File: config.mk
export PLATFORM = sky130hd
export DESIGN_NAME = char_lcd_nibble_write_sequencer_core
export DESIGN_NICKNAME = d
export VERILOG_FILES = /design/src/hw/rtl/lcdseq_pkg.sv /design/src/hw/rtl/lcdseq_front.sv /design/src/hw/rtl/lcdseq_queue.sv /design/src/hw/rtl/lcdseq_back.sv /design/src/hw/rtl/char_lcd_nibble_write_sequencer_core.sv
export VERILOG_INCLUDE_DIRS = /design/src /design/src/hw/rtl
export SDC_FILE = /design/constraint.sdc
export NUM_CORES = 1
export LEC_CHECK = 0
export BUFFER_PORTS_ARGS = -buffer_cell sky130_fd_sc_hd__buf_2
export CAP_MARGIN = 10
export CORE_MARGIN = 2
export CORE_UTILIZATION = 54
export CTS_CLUSTER_SIZE = 30
export DETAILED_ROUTE_END_ITERATION = 16
export PLACE_DENSITY = 0.75
export SLEW_MARGIN = 20
export SYNTH_ARGS = -nofsm -noshare
export SYNTH_HDL_FRONTEND = slang
export SYNTH_HIERARCHICAL = 1
export SYNTH_SLANG_ARGS = --single-unit
export TNS_END_PERCENT = 10
File: constraint.sdc
create_clock -name clk -period 3.2 [get_ports clk]
set_input_delay 0 -clock clk [delete_from_list [all_inputs] [get_ports clk]]
set_output_delay 0 -clock clk [all_outputs]
set_load 0.02 [all_outputs]
File: src/hw/rtl/assert_macros.svh
// ----------------------------------------------------------------------------
// assert_macros.svh
// Concurrent assertion shorthands clocked on clk, disabled while arst_n is low.
// ----------------------------------------------------------------------------
`ifndef ASSERT_MACROS_SVH
`define ASSERT_MACROS_SVH

// Expression must hold at every clock edge.
`define ASSERT_ALWAYS(label, expr, msg) \
	label: assert property (@(posedge clk) disable iff (!arst_n) (expr)) else $error(msg);

// Consequent must hold in the cycle after the antecedent.
`define ASSERT_NEXT(label, ante, cons, msg) \
	label: assert property (@(posedge clk) disable iff (!arst_n) (ante) |=> (cons)) \
		else $error(msg);

`endif

File: src/hw/rtl/lcdseq_pkg.sv
// ----------------------------------------------------------------------------
// lcdseq_pkg
// Types, constants and the bus step generator of the LCD nibble write sequencer.
// ----------------------------------------------------------------------------
package lcdseq_pkg;

	localparam int unsigned WAIT_W        = 15;
	localparam int unsigned STEP_W        = 4;
	localparam int unsigned CFG_IDX_W     = 2;
	localparam int unsigned CFG_DATA_W    = 8;
	localparam int unsigned QUEUE_DEPTH_DEF = 2;

	// configuration register indexes
	localparam logic [CFG_IDX_W-1:0] CFG_FUNCTION_SET  = 2'd0;
	localparam logic [CFG_IDX_W-1:0] CFG_DISPLAY_CTRL  = 2'd1;
	localparam logic [CFG_IDX_W-1:0] CFG_ENTRY_MODE    = 2'd2;

	localparam logic [7:0] FUNCTION_SET_RST = 8'h28;
	localparam logic [7:0] DISPLAY_CTRL_RST = 8'h0C;
	localparam logic [7:0] ENTRY_MODE_RST   = 8'h06;

	localparam logic [7:0] CMD_CLEAR = 8'h01;
	localparam logic [7:0] CMD_HOME  = 8'h02;

	localparam logic [WAIT_W-1:0] WAIT_POWERUP    = 15'd20000;
	localparam logic [WAIT_W-1:0] WAIT_INIT_LONG  = 15'd7000;
	localparam logic [WAIT_W-1:0] WAIT_INIT_SHORT = 15'd100;
	localparam logic [WAIT_W-1:0] WAIT_BYTE       = 15'd40;
	localparam logic [WAIT_W-1:0] WAIT_SLOW       = 15'd1640;
	localparam logic [WAIT_W-1:0] WAIT_NONE       = 15'd0;

	localparam logic [3:0] NIB_WAKE = 4'h3;
	localparam logic [3:0] NIB_FOUR_BIT = 4'h2;

	localparam logic [STEP_W-1:0] LAST_INIT  = 4'd14;
	localparam logic [STEP_W-1:0] LAST_BYTE  = 4'd1;
	localparam logic [STEP_W-1:0] LAST_WRAP  = 4'd3;

	typedef enum logic [1:0] {
		OP_INIT   = 2'd0,
		OP_CMD    = 2'd1,
		OP_DATA   = 2'd2,
		OP_CURSOR = 2'd3
	} op_t;

	// One classified request, as queued between front and back.
	typedef struct packed {
		op_t               op;
		logic [7:0]        data_byte;
		logic [7:0]        pos_byte;
		logic [7:0]        old_col;
		logic              old_row;
		logic [7:0]        new_col;
		logic              new_row;
		logic [STEP_W-1:0] last_idx;
	} job_t;

	// One bus step as it leaves the block.
	typedef struct packed {
		logic              strobe;
		logic              rs;
		logic [3:0]        nibble;
		logic [WAIT_W-1:0] wait_us;
		logic              last;
		logic [7:0]        col;
		logic              row;
	} step_t;

	typedef struct packed {
		logic [7:0] function_set;
		logic [7:0] display_ctrl;
		logic [7:0] entry_mode;
	} cfg_t;

	function automatic logic [7:0] position_cmd(logic [7:0] col, logic row);
		return {1'b1, row, 2'b00, col[3:0]};
	endfunction

	function automatic step_t step_gen(job_t j, logic [STEP_W-1:0] s, cfg_t cfg);
		step_t      st;
		logic [7:0] b;
		logic       lo;
		st.strobe  = 1'b1;
		st.rs      = 1'b0;
		st.nibble  = 4'h0;
		st.wait_us = WAIT_NONE;
		st.last    = (s == j.last_idx);
		// data step 0 shows the old cursor, step 1 the new column on the old row
		st.col     = (s == '0) ? j.old_col : j.new_col;
		st.row     = (s < STEP_W'(2)) ? j.old_row : j.new_row;
		b          = j.data_byte;
		lo         = s[0];
		case (j.op)
			OP_INIT: begin
				lo = ~s[0];
				case (s) inside
					4'd0: begin
						st.strobe  = 1'b0;
						st.wait_us = WAIT_POWERUP;
					end
					4'd1, 4'd3: begin
						st.nibble  = NIB_WAKE;
						st.wait_us = WAIT_INIT_LONG;
					end
					4'd2: begin
						st.nibble  = NIB_WAKE;
						st.wait_us = WAIT_INIT_SHORT;
					end
					4'd4: begin
						st.nibble  = NIB_FOUR_BIT;
						st.wait_us = WAIT_BYTE;
					end
					default: begin
						case (s) inside
							[4'd5:4'd6]:   b = cfg.function_set;
							[4'd7:4'd8]:   b = cfg.display_ctrl;
							[4'd9:4'd10]:  b = CMD_CLEAR;
							[4'd11:4'd12]: b = cfg.entry_mode;
							default:       b = CMD_HOME;
						endcase
						st.nibble = lo ? b[3:0] : b[7:4];
						if (!lo) begin
							st.wait_us = WAIT_NONE;
						end else if (s == 4'd10 || s == 4'd14) begin
							st.wait_us = WAIT_SLOW;
						end else begin
							st.wait_us = WAIT_BYTE;
						end
					end
				endcase
			end
			OP_CMD: begin
				st.nibble  = lo ? b[3:0] : b[7:4];
				st.wait_us = lo ? WAIT_BYTE : WAIT_NONE;
			end
			OP_CURSOR: begin
				b          = j.pos_byte;
				st.nibble  = lo ? b[3:0] : b[7:4];
				st.wait_us = lo ? WAIT_BYTE : WAIT_NONE;
			end
			OP_DATA: begin
				// steps 2 and 3 carry the position command after a row wrap
				b          = s[1] ? j.pos_byte : j.data_byte;
				st.rs      = ~s[1];
				st.nibble  = lo ? b[3:0] : b[7:4];
				st.wait_us = lo ? WAIT_BYTE : WAIT_NONE;
			end
			default: begin
				st.strobe = 1'b0;
			end
		endcase
		return st;
	endfunction

endpackage

File: src/hw/rtl/lcdseq_front.sv
// ----------------------------------------------------------------------------
// lcdseq_front
// Accepts requests, keeps the cursor and classifies each request into a job.
// ----------------------------------------------------------------------------
module lcdseq_front (
	input  logic                 clk,
	input  logic                 arst_n,
	input  logic                 in_valid,
	output logic                 in_ready,
	input  logic [1:0]           opcode,
	input  logic [7:0]           byte_value,
	input  logic [7:0]           column,
	input  logic                 row,
	input  logic                 q_full,
	output logic                 push,
	output lcdseq_pkg::job_t     push_job
);
	import lcdseq_pkg::*;

	logic [7:0] col_q;
	logic       row_q;
	logic [7:0] col_inc;
	logic       wrap;
	op_t        op;

	assign in_ready = !q_full;
	assign push     = in_valid && in_ready;
	assign op       = op_t'(opcode);
	assign col_inc  = col_q + 8'd1;
	assign wrap     = (col_inc[3:0] == 4'h0);

	always_comb begin
		push_job.op        = op;
		push_job.data_byte = byte_value;
		push_job.old_col   = col_q;
		push_job.old_row   = row_q;
		push_job.new_col   = col_q;
		push_job.new_row   = row_q;
		push_job.last_idx  = LAST_BYTE;
		case (op)
			OP_INIT: begin
				push_job.last_idx = LAST_INIT;
			end
			OP_CURSOR: begin
				// both steps show the cursor just set
				push_job.old_col = column;
				push_job.old_row = row ^ column[4];
				push_job.new_col = column;
				push_job.new_row = row ^ column[4];
			end
			OP_DATA: begin
				push_job.new_col = col_inc;
				push_job.new_row = row_q ^ wrap;
				if (wrap) begin
					push_job.last_idx = LAST_WRAP;
				end
			end
			default: begin
				push_job.last_idx = LAST_BYTE;
			end
		endcase
		push_job.pos_byte = position_cmd(push_job.new_col, push_job.new_row);
	end

	always_ff @(posedge clk or negedge arst_n) begin
		if (!arst_n) begin
			col_q <= '0;
			row_q <= 1'b0;
		end else if (push) begin
			col_q <= push_job.new_col;
			row_q <= push_job.new_row;
		end
	end

endmodule

File: src/hw/rtl/lcdseq_queue.sv
// ----------------------------------------------------------------------------
// lcdseq_queue
// Short job queue between the request front and the step back end.
// ----------------------------------------------------------------------------
`include "assert_macros.svh"

module lcdseq_queue #(
	parameter int unsigned DEPTH = lcdseq_pkg::QUEUE_DEPTH_DEF
) (
	input  logic                 clk,
	input  logic                 arst_n,
	input  logic                 push,
	input  lcdseq_pkg::job_t     push_job,
	output logic                 full,
	input  logic                 pop,
	output logic                 head_valid,
	output lcdseq_pkg::job_t     head
);
	import lcdseq_pkg::*;

	localparam int unsigned PTR_W = (DEPTH > 1) ? $clog2(DEPTH) : 1;
	localparam int unsigned CNT_W = $clog2(DEPTH + 1);

	job_t             mem_q [DEPTH];
	logic [PTR_W-1:0] wr_q;
	logic [PTR_W-1:0] rd_q;
	logic [CNT_W-1:0] count_q;

	assign full       = (count_q == CNT_W'(DEPTH));
	assign head_valid = (count_q != '0);
	assign head       = mem_q[rd_q];

	always_ff @(posedge clk) begin
		if (push) begin
			mem_q[wr_q] <= push_job;
		end
	end

	always_ff @(posedge clk or negedge arst_n) begin
		if (!arst_n) begin
			wr_q    <= '0;
			rd_q    <= '0;
			count_q <= '0;
		end else begin
			if (push) begin
				wr_q <= (wr_q == PTR_W'(DEPTH - 1)) ? '0 : wr_q + 1'b1;
			end
			if (pop) begin
				rd_q <= (rd_q == PTR_W'(DEPTH - 1)) ? '0 : rd_q + 1'b1;
			end
			case ({push, pop})
				2'b10:   count_q <= count_q + 1'b1;
				2'b01:   count_q <= count_q - 1'b1;
				default: count_q <= count_q;
			endcase
		end
	end

	`ASSERT_ALWAYS(a_no_push_full, !(push && full), "job pushed into a full queue")
	`ASSERT_ALWAYS(a_no_pop_empty, !(pop && !head_valid), "job popped from an empty queue")
	`ASSERT_ALWAYS(a_count_bound, count_q <= CNT_W'(DEPTH), "queue count beyond depth")

endmodule

File: src/hw/rtl/lcdseq_back.sv
// ----------------------------------------------------------------------------
// lcdseq_back
// Walks the steps of the head job and holds each step in an output register.
// ----------------------------------------------------------------------------
`include "assert_macros.svh"

module lcdseq_back (
	input  logic                 clk,
	input  logic                 arst_n,
	input  logic                 head_valid,
	input  lcdseq_pkg::job_t     head,
	output logic                 pop,
	input  lcdseq_pkg::cfg_t     cfg,
	output logic                 out_valid,
	input  logic                 out_ready,
	output lcdseq_pkg::step_t    out_step
);
	import lcdseq_pkg::*;

	logic [STEP_W-1:0] step_q;
	logic              out_valid_q;
	step_t             out_step_q;
	logic              load;
	logic              at_last;

	assign load      = head_valid && (!out_valid_q || out_ready);
	assign at_last   = (step_q == head.last_idx);
	assign pop       = load && at_last;
	assign out_valid = out_valid_q;
	assign out_step  = out_step_q;

	always_ff @(posedge clk) begin
		if (load) begin
			out_step_q <= step_gen(head, step_q, cfg);
		end
	end

	always_ff @(posedge clk or negedge arst_n) begin
		if (!arst_n) begin
			step_q      <= '0;
			out_valid_q <= 1'b0;
		end else begin
			if (load) begin
				out_valid_q <= 1'b1;
			end else if (out_ready) begin
				out_valid_q <= 1'b0;
			end
			// advance within the job, restart on the next one
			if (load) begin
				step_q <= at_last ? '0 : step_q + 1'b1;
			end
		end
	end

	`ASSERT_ALWAYS(a_idle_step_zero, head_valid || step_q == '0,
		"step index left mid-job with no job queued")
	`ASSERT_ALWAYS(a_step_in_job, !head_valid || step_q <= head.last_idx,
		"step index past the last step of the job")
	`ASSERT_NEXT(a_last_flag, pop, out_valid_q && out_step_q.last,
		"final step of a job not flagged as last")

endmodule

File: src/hw/rtl/char_lcd_nibble_write_sequencer_core.sv
// ----------------------------------------------------------------------------
// char_lcd_nibble_write_sequencer_core
// Four-bit character LCD write sequencer: requests in, nibble bus steps out.
// ----------------------------------------------------------------------------
// One bus step leaves per clock while out_ready is high and a job is queued. A
// command byte or set cursor has 2 steps, a data character 2 or 4 (4 when the
// column wraps to a new row), and init 15. The front end sets the step count of
// each job and the step walker in the back end walks it. Requests are taken at
// one per clock as long as the job queue (QUEUE_DEPTH entries) has room, and
// the first step of a request is held in the output register once the request
// has reached the queue head and the output register is free. Configuration
// registers are read while init runs, so write them only when the block is idle.
module char_lcd_nibble_write_sequencer_core #(
	parameter int unsigned QUEUE_DEPTH = lcdseq_pkg::QUEUE_DEPTH_DEF
) (
	input  logic                                clk,
	input  logic                                arst_n,
	input  logic                                cfg_we,
	input  logic [lcdseq_pkg::CFG_IDX_W-1:0]    cfg_index,
	input  logic [lcdseq_pkg::CFG_DATA_W-1:0]   cfg_data,
	input  logic                                in_valid,
	output logic                                in_ready,
	input  logic [1:0]                          opcode,
	input  logic [7:0]                          byte_value,
	input  logic [7:0]                          column,
	input  logic                                row,
	output logic                                out_valid,
	input  logic                                out_ready,
	output logic                                strobe_res,
	output logic                                rs_level,
	output logic [3:0]                          nibble,
	output logic [lcdseq_pkg::WAIT_W-1:0]       wait_us,
	output logic                                last,
	output logic [7:0]                          cursor_column,
	output logic                                cursor_row
);
	import lcdseq_pkg::*;

	cfg_t  cfg_q;
	logic  q_full;
	logic  push;
	job_t  push_job;
	logic  pop;
	logic  head_valid;
	job_t  head;
	step_t out_step;

	always_ff @(posedge clk or negedge arst_n) begin
		if (!arst_n) begin
			cfg_q.function_set <= FUNCTION_SET_RST;
			cfg_q.display_ctrl <= DISPLAY_CTRL_RST;
			cfg_q.entry_mode   <= ENTRY_MODE_RST;
		end else if (cfg_we) begin
			case (cfg_index)
				CFG_FUNCTION_SET: cfg_q.function_set <= cfg_data;
				CFG_DISPLAY_CTRL: cfg_q.display_ctrl <= cfg_data;
				CFG_ENTRY_MODE:   cfg_q.entry_mode   <= cfg_data;
				default:          cfg_q              <= cfg_q;
			endcase
		end
	end

	lcdseq_front u_front (
		.clk        (clk),
		.arst_n     (arst_n),
		.in_valid   (in_valid),
		.in_ready   (in_ready),
		.opcode     (opcode),
		.byte_value (byte_value),
		.column     (column),
		.row        (row),
		.q_full     (q_full),
		.push       (push),
		.push_job   (push_job)
	);

	lcdseq_queue #(
		.DEPTH (QUEUE_DEPTH)
	) u_queue (
		.clk        (clk),
		.arst_n     (arst_n),
		.push       (push),
		.push_job   (push_job),
		.full       (q_full),
		.pop        (pop),
		.head_valid (head_valid),
		.head       (head)
	);

	lcdseq_back u_back (
		.clk        (clk),
		.arst_n     (arst_n),
		.head_valid (head_valid),
		.head       (head),
		.pop        (pop),
		.cfg        (cfg_q),
		.out_valid  (out_valid),
		.out_ready  (out_ready),
		.out_step   (out_step)
	);

	assign strobe_res    = out_step.strobe;
	assign rs_level      = out_step.rs;
	assign nibble        = out_step.nibble;
	assign wait_us       = out_step.wait_us;
	assign last          = out_step.last;
	assign cursor_column = out_step.col;
	assign cursor_row    = out_step.row;

endmodule
# == Yosys cells after proc, flatten, opt, wreduce, memory -nomap -nowiden ==
# Memory sizes are Yosys's and may differ from the RTL's.
# Cells that the tools add are included.
# word_totals
register_bits,73
ramBits,74
input_bits,34
elab_cells,112
n_memories,1
# mem_list
name,depth,width,read_ports,rd_ports_with_merged_regs,write_ports,line_no,rtl
u_queue.mem_q,2,37,1,0,1,lcdseq_queue.sv:24,job_t mem_q [DEPTH];
# classes
add_sub_neg,6
order_cmp,9
n_eq_ne,17
n_mux,36
n_bitwise,3
reduce_logical,23
# op_table
operator,n
$pmux W19 S4,1
$mux W15,4
$mux W8,6
$mux W4,9
$mux W11,2
$pmux W9 S2,1
$eq A2 B2 Y1 const B,7
$le A4 B4 Y1 const B,3
$mux W9,1
$add A8 B1 Y8 const B,1
$eq A4 B2 Y1 const B,2
$eq A4 B4 Y1 const B,2
$ge A4 B3 Y1 const B,2
$ge A4 B4 Y1 const B,2
$logic_not A4 Y1,2
$mux W1,8
$pmux W4 S2,1
$logic_and A1 B1 Y1,7
$eq A2 B1 Y1 const B,3
$logic_not A2 Y1,3
$mux W6,1
$reduce_and A2 Y1,3
$reduce_bool A2 Y1,3
$add A4 B1 Y4 const B,1
other kinds (15),19

# == Longest topological paths before layout ==
# Gate-level depths: netlist of the first run.
# logic_depth
depth_word,12
ltp_mapped,10
depth_no_buf,8

# == Hierarchy ==
# Netlist of the first run, hierarchy kept.
# modules_own_cells
module,n_inst,cells_per_inst,area_each_um2
lcdseq_queue,1,141,3276.9
lcdseq_back,1,196,2055.7
lcdseq_front,1,143,1171.1
char_lcd_nibble_write_sequencer_core,1,51,919.6

# == Worst setup path before layout of the first run ==
# OpenSTA, ideal clock, no wires.
# synth_path
path_kind,reg2reg
start,register u_queue.count_q[1]
end,memory u_queue/mem_q[0][0] (netlist bit) (enable)
setup_time_ns,0.438
arrival_ns,2.558
required_ns,2.762
slack_ns,0.204
stages_incl_launch_ff,6
path_buffers,0
path_cell_list,dfrtp_1 > nor2b_1 > nand2b_1 > inv_1 > inv_1 > nor2_1
# synth_via
elab_chain_cells,5
# synth_lines
item,line_no,rtl
from (decl),lcdseq_queue.sv:27,logic [CNT_W-1:0] count_q;
from (signal assigned),lcdseq_queue.sv:52,2'b10: count_q <= count_q + 1'b1;
from (signal assigned),lcdseq_queue.sv:53,2'b01: count_q <= count_q - 1'b1;
from (signal assigned),lcdseq_queue.sv:54,default: count_q <= count_q;
$eq A2 B2 Y1,lcdseq_queue.sv:29,assign full = (count_q == CNT_W'(DEPTH));
net q_full,char_lcd_nibble_write_sequencer_core.sv:40,logic q_full;
$logic_not A1 Y1,lcdseq_front.sv:26,assign in_ready = !q_full;
$logic_and A1 B1 Y1,lcdseq_front.sv:27,assign push = in_valid && in_ready;
net push,char_lcd_nibble_write_sequencer_core.sv:41,logic push;
$mux W1,lcdseq_queue.sv:34,if (push) begin
$mux W1 (implied by the code),lcdseq_queue.sv:35,mem_q[wr_q] <= push_job;
to (decl),lcdseq_queue.sv:24,
# The timed path passes the listed nets, and every way through them passes these cells.

==> results of run 1 <==
[worst max path at each step]
stage / start / endpoint / cells past startpoint
finish: u_queue/rd_q$_DFFE_PN0P_ / u_back/out_step[25]$_DFFE_PP_ / 7
global route: u_queue/rd_q$_DFFE_PN0P_ / u_back/out_step[25]$_DFFE_PP_ / 7
CTS: u_queue/rd_q$_DFFE_PN0P_ / u_back/out_step[25]$_DFFE_PP_ / 7
detailed placement: u_queue/rd_q$_DFFE_PN0P_ / u_back/out_step[25]$_DFFE_PP_ / 7
global placement: u_queue/rd_q$_DFFE_PN0P_ / u_back/out_step[25]$_DFFE_PP_ / 7
floorplan: u_queue/count_q[1]$_DFFE_PN0P_ / u_queue/mem_q[0][0]$_DFFE_PP_ / 5
[state kept, by name, summed over array words and instances, names as in the netlist]
register and flops:
cfg_q 24, u_back/out_step 25, u_back/out_valid 1, u_back/step_q 4, u_front/col_q 8, u_front/row_q 1
u_queue/count_q 2, u_queue/mem_q 80, u_queue/rd_q 1, u_queue/wr_q 1
[tightest hold or removal path, stage by stage]
cell	delay (ns)
buf_2	0.12
nor3b_4	0.09
mux2_2	0.22
[cells by family after synthesis]
group	share of synthesized area, %
flip-flops	56.7
AND/OR/NAND/NOR	8.24
multiplexers	17.5
AO/OA/AOI/OAI	9.10
buffers and inverters	6.12
XOR/XNOR	1.18
adder cells (fa/ha/maj)	1.01
other	0.152
[power by group through the flow]
stage | Combinational, mW | Clock (mW) | Sequential, mW
2_1_floorplan | 2.43 | 0 | 3.30
3_3_place_gp | 3.13 | 0 | 3.18
3_5_place_dp | 3.18 | 0 | 3.22
4_1_cts | 3.23 | 1.98 | 3.19
5_1_grt | 3.51 | 2.06 | 3.26
6_report | 3.23 | 1.94 | 3.19
[area by class of cell]
cell class              count  area, sq um  share of cell area, %
clock inverters            14          153                   1.79
repair buffers             99          671                   7.88
flip-flops and latches    147         4210                   49.5
multi-input cells         324         2780                   32.7
well taps                 176          220                   2.59
inverters                  13         48.8                  0.573
clock buffers              18          429                   5.04
[routing by layer]
layer	global-route usage (%)	up-vias	wire (microns)
met5	0	-	0
met4	7.61	0	261
met3	4.09	26	783
met2	34.1	163	7080
met1	28.7	2234	6340
li1	-	2123	-
[per-stage QoR]
| stage | util [%] | cells | instance area, sq um | hold slack, ns |
|---|---|---|---|---|
| 2_1_floorplan | - | 535 | 7440 | -0.296 |
| 3_3_place_gp | 57.4 | 732 | 7660 | 0.190 |
| 3_5_place_dp | 57.4 | 732 | 7660 | 0.193 |
| 4_1_cts | 63.8 | 791 | 8510 | 0.0229 |
| 5_1_grt | 63.8 | 791 | 8520 | 0.0532 |
| 6_report | 63.8 | 791 | 8520 | 0.0543 |
[layout by cell type (no fill, tap or decap), types with 7 or more instances in the layout]
cell type,count
buf_2,61
edfxtp_1,105
xor2_1,7
nand2b_1,11
mux2i_1,8
a22o_1,9
nand2_1,22
dlygate4sd3_1,27
mux2_2,52
a21oi_1,14
nor2_1,17
dfrtp_1,35
clkbuf_16,17
conb_1,7
inv_1,12
o21ai_0,16
mux2_4,39
nand3_1,10
buf_4,10
==> flow_summary.yaml, run 1 <==
outcome:
  status: "complete, no violations"
job:
  maxCapViolCount: 0
timing:
  finalSetupViolCount: 0
  setup_slack_ns: 0.561
  max_freq_mhz: 379
  layout_min_cycle_time_ns: 2.64
  finalCritPeriodShare_pct: 82.5
  worst_pin_slew_ns: 0.691
  skew_ns: 0.00661
  rsz0062_at_grt: "no"
  tns_ns: 0
  hold_viol: 0
  maxSlewViolCount: 0
  slew_headroom_pct: 53.9
detailed_routing:
  drt_wl_total_microns: 14500
  drt_iter0_markers: 468
  drcViolationCount: 0
  dr.pass1.iters: 5
  viasPerCell: 5.75
  wl_per_cell_microns: 18.3
  ant_nets: 0
  via_count: 4546
global_routing:
  grt_max_degree: 43
  antenna_found_initial: 0
  grt_overflow_total: 0
  grt_first_pass_wirelength_microns: 23500
  grt_pass1_vias: 4452
  track_usage_pct: 21.1
critical_path:
  r2r-end: "u_back/out_step[25]$_DFFE_PP_"
  r2r-start: "u_queue/rd_q$_DFFE_PN0P_"
  crit_path_max_incr_delay_ns: 0.68
  critPathArrivalTime_ns: 2.93
  cp-start-kind: "flop"
  cp_max_fo: 27
  crit_required_ns: 3.49
  path_buf_inv: 1
  critPathTopFamily: "compound AO/OA/AOI/OAI gates"
  crit_slowest_cell: "dfrtp_2"
  crit_chain: "buf_12 > mux2_4 > or2_2 > a21oi_2 > o211ai_1 > o22ai_1 > a2bb2o_1"
  r2r_cells: 7
  r2r_slack_ns: 0.56
  critical_path_class: "reg2reg"
  endpoint_kind: "flop"
logic_synthesis:
  synth_area_per_cell_sq_um: 14.0
  synth_area_sq_um: 7420
  synth_edf_count: 105
  synth_area_leaders: "edfxtp_1 (42%), dfrtp_1 (12%), mux2_2 (7.9%)"
  synth-seq-area-share_pct: 56.7
  ys_seq_elements: 147
  synth_most_common_cell: "edfxtp_1"
  synth_top_cell_by_area: "edfxtp_1"
  synth_warnings: 6
  yosys.cell_types.count: 74
  synth_top_area_share_pct: 42.5
  ys_top_cells_by_count: "edfxtp_1 (105), mux2_2 (52), mux2_4 (39)"
  synthArstFlopShare_pct: 28.6
  syn_inst: 531
  ys.flop_type: "edfxtp_1"
cts:
  cts_setup_buffers: 0
  cts_tree: "built"
  cts_buffers: 17
  h-tree-depth: 4
  cts_resized: 0
  clk_latency_ns: 0.42
  cts.sinks: 147
  cts_hold_buffers: 27
  cts_root_buffer: "clkbuf_16"
  cts.clk_slew.worst_paths_ns: 0.06
  cts_buffer_depth: 2
placement:
  hpwlAfterDp_microns: 9650
  io_buffers: 62
  pre_cts_ws_ns: 0.578
  place_congestion: 0.855
power:
  pwr-share-seq_pct: 38.1
  p_per_area_nw_per_um2: 982
  p_sw_share_pct: 35.1
  p_int_mw: 5.43
  p_total_mw: 8.36
  pwr-share-clk_pct: 23.2
  leakagePower_nw: 3.33
  power.switching_mw: 2.94
  combPwrFrac_pct: 38.7
  peakVddDrop_v: 0.000505
floorplan:
  std_cell_rows: 42
  boundaryPins: 67
  start_util_pct: 55.6
  fp.dieArea_sq_um: 14700
  die_h_microns: 121
  dieWidth_microns: 121
  core_sq_um: 13300
final_layout:
  drive_gt1_share_pct: 36.1
  synthToLayoutAreaGrowth_pct: 14.7
  n_antenna_cell: 0
  fillers: 1026
  final_nets: 642
worst_hold_path:
  holdPathStages: 3
  hold_path_end: "cfg_q[20]$_DFFE_PN0P_"
  hold_path.startpoint: "cfg_index[1]"
  min_path_type: "in2reg"
(Power assumes the default switching activity.)
==> run 2, diff against run 1 <==
--- a/config.mk
+++ b/config.mk
@@ -6,6 +6,7 @@
 export SDC_FILE = /design/constraint.sdc
 export NUM_CORES = 1
 export LEC_CHECK = 0
+export ABC_AREA = 1
 export BUFFER_PORTS_ARGS = -buffer_cell sky130_fd_sc_hd__buf_2
 export CAP_MARGIN = 10
 export CORE_MARGIN = 2
==> constraint.sdc (replaced) <==
create_clock -name clk -period 2.2 [get_ports clk]
set_input_delay 0 -clock clk [delete_from_list [all_inputs] [get_ports clk]]
set_output_delay 0 -clock clk [all_outputs]
set_load 0.02 [all_outputs]
==> flow_summary.yaml, run 2 <==
logic_synthesis:
  synth_most_common_cell: "nand2_1"
  synthArstFlopShare_pct: 28.6
  synth_warnings: 6
  synth_top_area_share_pct: 42.7
  synth_edf_count: 105
  syn_inst: 732
  synth-seq-area-share_pct: 57.0
  synth_top_cell_by_area: "edfxtp_1"
  yosys.cell_types.count: 39
  synth_area_per_cell_sq_um: 10.1
  synth_area_leaders: "edfxtp_1 (43%), dfrtp_1 (12%), nand2_1 (11%)"
  synth_area_sq_um: 7390
  ys_top_cells_by_count: "nand2_1 (207), edfxtp_1 (105), inv_1 (77)"
  ys.flop_type: "edfxtp_1"
  ys_seq_elements: 147
timing:
  rsz0062_at_grt: "no"
  tns_ns: 0
  worst_pin_slew_ns: 0.665
  hold_viol: 0
  skew_ns: 0.0125
  setup_slack_ns: 0.211
  finalSetupViolCount: 0
  finalCritPeriodShare_pct: 90.4
  slew_headroom_pct: 55.6
  max_freq_mhz: 503
  layout_min_cycle_time_ns: 1.99
  maxSlewViolCount: 0
cts:
  cts_setup_buffers: 0
  cts.clk_slew.worst_paths_ns: 0.06
  cts_hold_buffers: 30
  cts_tree: "built"
  cts_buffer_depth: 2
  cts_buffers: 17
  cts.sinks: 147
  cts_root_buffer: "clkbuf_16"
  clk_latency_ns: 0.42
  h-tree-depth: 4
  cts_resized: 0
placement:
  place_congestion: 0.900
  io_buffers: 62
  pre_cts_ws_ns: 0.252
  hpwlAfterDp_microns: 10400
  placed_area_sq_um: 7660
detailed_routing:
  wl_met1_microns: 6720
  wl_per_cell_microns: 15.1
  drcViolationCount: 0
  dr.pass1.iters: 5
  drt_wl_total_microns: 15100
  met2_length_microns: 7120
  met3_length_microns: 964
  ant_nets: 0
  dr.max_layer_used: "met4"
  via_count: 5228
  drt_iter0_markers: 492
  viasPerCell: 5.22
floorplan:
  die_h_microns: 121
  std_cell_rows: 42
  core_sq_um: 13300
  fp.dieArea_sq_um: 14600
  boundaryPins: 67
  dieWidth_microns: 121
  start_util_pct: 55.6
final_layout:
  largest_register: "u_queue/mem_q"
  fin_util_pct: 64.2
  fin_area_sq_um: 8540
  n_antenna_cell: 0
  synthToLayoutAreaGrowth_pct: 15.6
  drive_gt1_share_pct: 24.4
  largest_register_ffs: 80
  layout_common_cells: "nand2_1 (207), edfxtp_1 (105), inv_1 (76)"
  final_common_cell: "nand2_1"
  final_nets: 852
critical_path:
  cp_max_fo: 17
  critical_path_class: "reg2reg"
  cp-start-kind: "flop"
  r2r_cells: 11
  endpoint_kind: "flop"
  crit_required_ns: 2.50
  critPathArrivalTime_ns: 2.29
power:
  peakVddDrop_v: 0.000906
  leakagePower_nw: 3.75
  p_per_area_nw_per_um2: 1410
worst_hold_path:
  min_path_type: "in2reg"
  holdPathStages: 3
global_routing:
  grt_pass1_vias: 5006
  antenna_found_initial: 0
  track_usage_pct: 22.0
  grt_first_pass_wirelength_microns: 24700
  grt_overflow_total: 0
  grt_max_degree: 41
job:
  maxCapViolCount: 0
outcome:
  status: "complete, no violations"
run 2: cell types whose count changed in the layout (fill, tap and decap cells not counted), moves of 11 or more:
cell	change
nand2_1	+185
inv_1	+64
mux2_2	-52
o21ai_2	+40
mux2_4	-39
nand3_1	+32
nor2_1	+21
nand4_1	+14
inv_2	+13
o21ai_0	+12
nand2b_1	-11
run 2: power breakdown:
part	switching (mW)	total (mW)	internal [mW]
sequential	0.493	4.66	4.17
combinational	3.11	4.61	1.49
clock	1.16	2.78	1.62
run 2: per-stage QoR:
step	std cells	power, mW	hold WS [ns]
finish	1001	12.0	0.0373
detailed placement	939	9.24	0.0751
global placement	939	9.08	0.0623
floorplan	736	8.22	-0.296
CTS	1001	12.1	0.0119
global route	1001	12.8	0.0383
run 2: worst max-delay path, stage by stage (launching register included):
cell,delay (ns)
dfrtp_4,0.58
nand2_1,0.11
o21ai_2,0.06
xor2_1,0.14
nor2_1,0.12
nand2_1,0.11
nor2_1,0.19
ha_1,0.29
inv_1,0.09
nand3_1,0.07
nand2_1,0.06
nand2_1,0.05
run 2: final timing paths:
kind | startpoint | endpoint | slack, ns
setup / recovery | u_queue/rd_q$_DFFE_PN0P_ | u_queue/count_q[1]$_DFFE_PN0P_ | 0.21
hold / removal | column[0] | u_queue/mem_q[1][14]$_DFFE_PP_ | 0.04
setup reg to reg | u_queue/rd_q$_DFFE_PN0P_ | u_queue/count_q[1]$_DFFE_PN0P_ | 0.21
hold reg to reg | cfg_q[21]$_DFFE_PN1P_ | cfg_q[21]$_DFFE_PN1P_ | 0.47
max in group asynchronous | arst_n | u_queue/count_q[0]$_DFFE_PN0P_ | 1.39
min in group asynchronous | arst_n | cfg_q[0]$_DFFE_PN0P_ | 0.16
run 2: final cells by class:
cell class	count	area (sq um)
Fill cell	1052	4760
Clock buffer	18	439
Tap cell	176	220
Inverter	94	364
Timing Repair Buffer	104	726
Multi-Input combinational cell	448	2430
Sequential cell	147	4220
Clock inverter	14	143
run 2: metal layers:
| layer | vias up | GRT usage, % |
|---|---|---|
| met2 | 198 | 33.6 |
| met5 | - | 0 |
| met1 | 2440 | 30.3 |
| met3 | 24 | 5.55 |
| li1 | 2566 | - |
| met4 | 0 | 8.28 |
run 2: cell families after synthesis:
kind of cell / synth area share (%)
other: 0.152
AND/OR/NAND/NOR: 21.2
XOR/XNOR: 0.948
AO/OA/AOI/OAI: 9.28
adder cells (fa/ha/maj): 1.02
flip-flops: 57.0
buffers and inverters: 10.4
==> run 3, diff against run 2 <==
--- a/config.mk
+++ b/config.mk
@@ -9,11 +9,14 @@
 export ABC_AREA = 1
 export BUFFER_PORTS_ARGS = -buffer_cell sky130_fd_sc_hd__buf_2
 export CAP_MARGIN = 10
+export CELL_PAD_IN_SITES_DETAIL_PLACEMENT = 0
+export CELL_PAD_IN_SITES_GLOBAL_PLACEMENT = 1
 export CORE_MARGIN = 2
-export CORE_UTILIZATION = 54
+export CORE_UTILIZATION = 35
 export CTS_CLUSTER_SIZE = 30
 export DETAILED_ROUTE_END_ITERATION = 16
-export PLACE_DENSITY = 0.75
+export PLACE_DENSITY = 0.64
+export SETUP_SLACK_MARGIN = 0.2
 export SLEW_MARGIN = 20
 export SYNTH_ARGS = -nofsm -noshare
 export SYNTH_HDL_FRONTEND = slang
==> flow_summary.yaml, run 3 (synthesis gave the netlist of run 2 again) <==
detailed_routing:
  ant_nets: 0
  dr.pass1.iters: 5
  drt_iter0_markers: 273
  viasPerCell: 4.58
  drt_wl_total_microns: 15400
  via_count: 5074
  drcViolationCount: 0
  wl_per_cell_microns: 13.9
timing:
  skew_ns: 0.0123
  layout_min_cycle_time_ns: 1.90
  worst_pin_slew_ns: 0.682
  finalSetupViolCount: 0
  maxSlewViolCount: 0
  tns_ns: 0
  slew_headroom_pct: 54.5
  finalCritPeriodShare_pct: 86.5
  hold_viol: 0
  rsz0062_at_grt: "yes"
  max_freq_mhz: 525
  worst_hold_slack_ns: 0.0595
placement:
  io_buffers: 62
  placed_area_sq_um: 7770
  hpwlAfterDp_microns: 10900
  place_congestion: 0.794
final_layout:
  multi_input_area_sq_um: 2480
  ff_latch_area_sq_um: 4220
  layout_common_cells: "nand2_1 (204), edfxtp_1 (105), inv_1 (72)"
  fin_area_sq_um: 8820
  largest_register_ffs: 80
  largest_register: "u_queue/mem_q"
  n_antenna_cell: 0
  synthToLayoutAreaGrowth_pct: 19.4
  fillers: 2042
  final_common_cell: "nand2_1"
  final_nets: 861
  drive_gt1_share_pct: 26.0
cts:
  cts.sinks: 147
  h-tree-depth: 4
  cts_root_buffer: "clkbuf_16"
  cts_buffers: 17
  cts_buffer_depth: 2
  clk_latency_ns: 0.42
  cts.clk_slew.worst_paths_ns: 0.06
  cts_tree: "built"
critical_path:
  crit_required_ns: 2.50
  cp_max_fo: 7
  r2r_cells: 11
  r2r-end: "u_queue/count_q[1]$_DFFE_PN0P_"
  critical_path_class: "reg2reg"
  critPathArrivalTime_ns: 2.21
  crit_top_cell: "nand2_1"
  r2r_slack_ns: 0.30
  crit_slowest_cell: "dfrtp_4"
  endpoint_kind: "flop"
  crit_chain: "buf_4 > o21ai_2 > xor2_1 > nor2_1 > nand2_2 > nor2_4 > ha_4 > inv_1 > nand3_1 > nand2_1 > nand2_1"
  crit_path_max_incr_delay_ns: 0.51
  cp-start-kind: "flop"
  r2r-start: "u_queue/rd_q$_DFFE_PN0P_"
global_routing:
  grt_first_pass_wirelength_microns: 24800
  antenna_found_initial: 0
  grt_util_met1_pct: 19.6
  met2_usage_pct: 22.1
  grt_pass1_vias: 4927
  grt_util_met3_pct: 3.24
  track_usage_pct: 14.4
  grt_overflow_total: 0
  busiest_layer: "met2"
  grt_max_degree: 41
job:
  maxCapViolCount: 0
worst_hold_path:
  hold_path.startpoint: "row"
  min_path_type: "in2reg"
  holdPathStages: 4
  hold_path_end: "u_queue/mem_q[1][13]$_DFFE_PP_"
floorplan:
  std_cell_rows: 53
  dieWidth_microns: 149
  boundaryPins: 67
  fp.dieArea_sq_um: 22300
  die_h_microns: 149
  core_sq_um: 20900
  start_util_pct: 35.4
power:
  leakagePower_nw: 3.80
  p_per_area_nw_per_um2: 1400
  peakVddDrop_v: 0.000660
outcome:
  status: "complete, no violations"
-- run 3: cell types whose count changed in the layout (fill, tap and decap cells not counted), sizes merged --
cell / delta
dlygate4sd3: +4
clkinv: +3
bufinv: +2
clkinvlp: -3
buf: +5
inv: -2
-- run 3: timing repair --
action | CTS | global route
setup endpoints to repair | 1 | 11
gates resized for setup | 1 | 15
hold buffers | 34 | 0
pin swaps | 0 | 6
hold endpoints to repair | 86 | 0
setup buffers | 0 | 6
-- run 3: power by group --
part	internal [mW]	switching, mW
sequential	4.17	0.422
combinational	1.61	3.18
clock	1.80	1.13
-- run 3: final cells by class --
class | count | area share, %
Sequential cell | 147 | 47.8
Multi-Input combinational cell | 448 | 28.1
Timing Repair Buffer | 113 | 9.19
Clock buffer | 18 | 4.87
Inverter | 94 | 4.13
Tap cell | 275 | 3.90
Clock inverter | 14 | 2.01
-- run 3: worst max path at each step --
stage | from | end | slack, ns | cells past startpoint
5_1_grt | u_back/step_q[0]$_DFFE_PN0P_ | u_back/out_step[26]$_DFFE_PP_ | 0.18 | 11
6_report | u_queue/rd_q$_DFFE_PN0P_ | u_queue/count_q[1]$_DFFE_PN0P_ | 0.30 | 11
2_1_floorplan | u_queue/count_q[1]$_DFFE_PN0P_ | u_queue/mem_q[0][0]$_DFFE_PP_ | 0.22 | 8
4_1_cts | u_back/step_q[1]$_DFFE_PN0P_ | u_back/out_step[30]$_SDFFCE_PP1P_ | 0.23 | 7
3_3_place_gp | u_back/step_q[1]$_DFFE_PN0P_ | u_back/out_step[30]$_SDFFCE_PP1P_ | 0.24 | 7
3_5_place_dp | u_queue/rd_q$_DFFE_PN0P_ | u_queue/count_q[1]$_DFFE_PN0P_ | 0.21 | 11
-- run 3: metrics by stage --
stage / util (%) / total power, mW / instances / setup slack [ns]
after detailed placement: 37.2 / 9.26 / 1037 / 0.206
after CTS: 41.8 / 12.3 / 1103 / 0.229
final: 42.2 / 12.3 / 1109 / 0.296
after global placement: 37.2 / 9.16 / 1037 / 0.236
after floorplan: - / 8.23 / 736 / 0.220
after global routing: 42.2 / 13.2 / 1109 / 0.178
-- run 3: critical path, delay by kind of cell, from the launching register on --
kind,cells,cell delay [ns]
fa+ha+maj,1,0.22
compound gates,1,0.14
xor+xnor,1,0.07
flops,1,0.51
buf+inv,2,0.26
simple gates,6,0.59
-- run 3: per-layer routing --
metal,share of wire [%],vias to the layer above
met5,0,-
met4,1.8,0
met3,3.5,18
met2,46,93
met1,49,2393
li1,-,2570
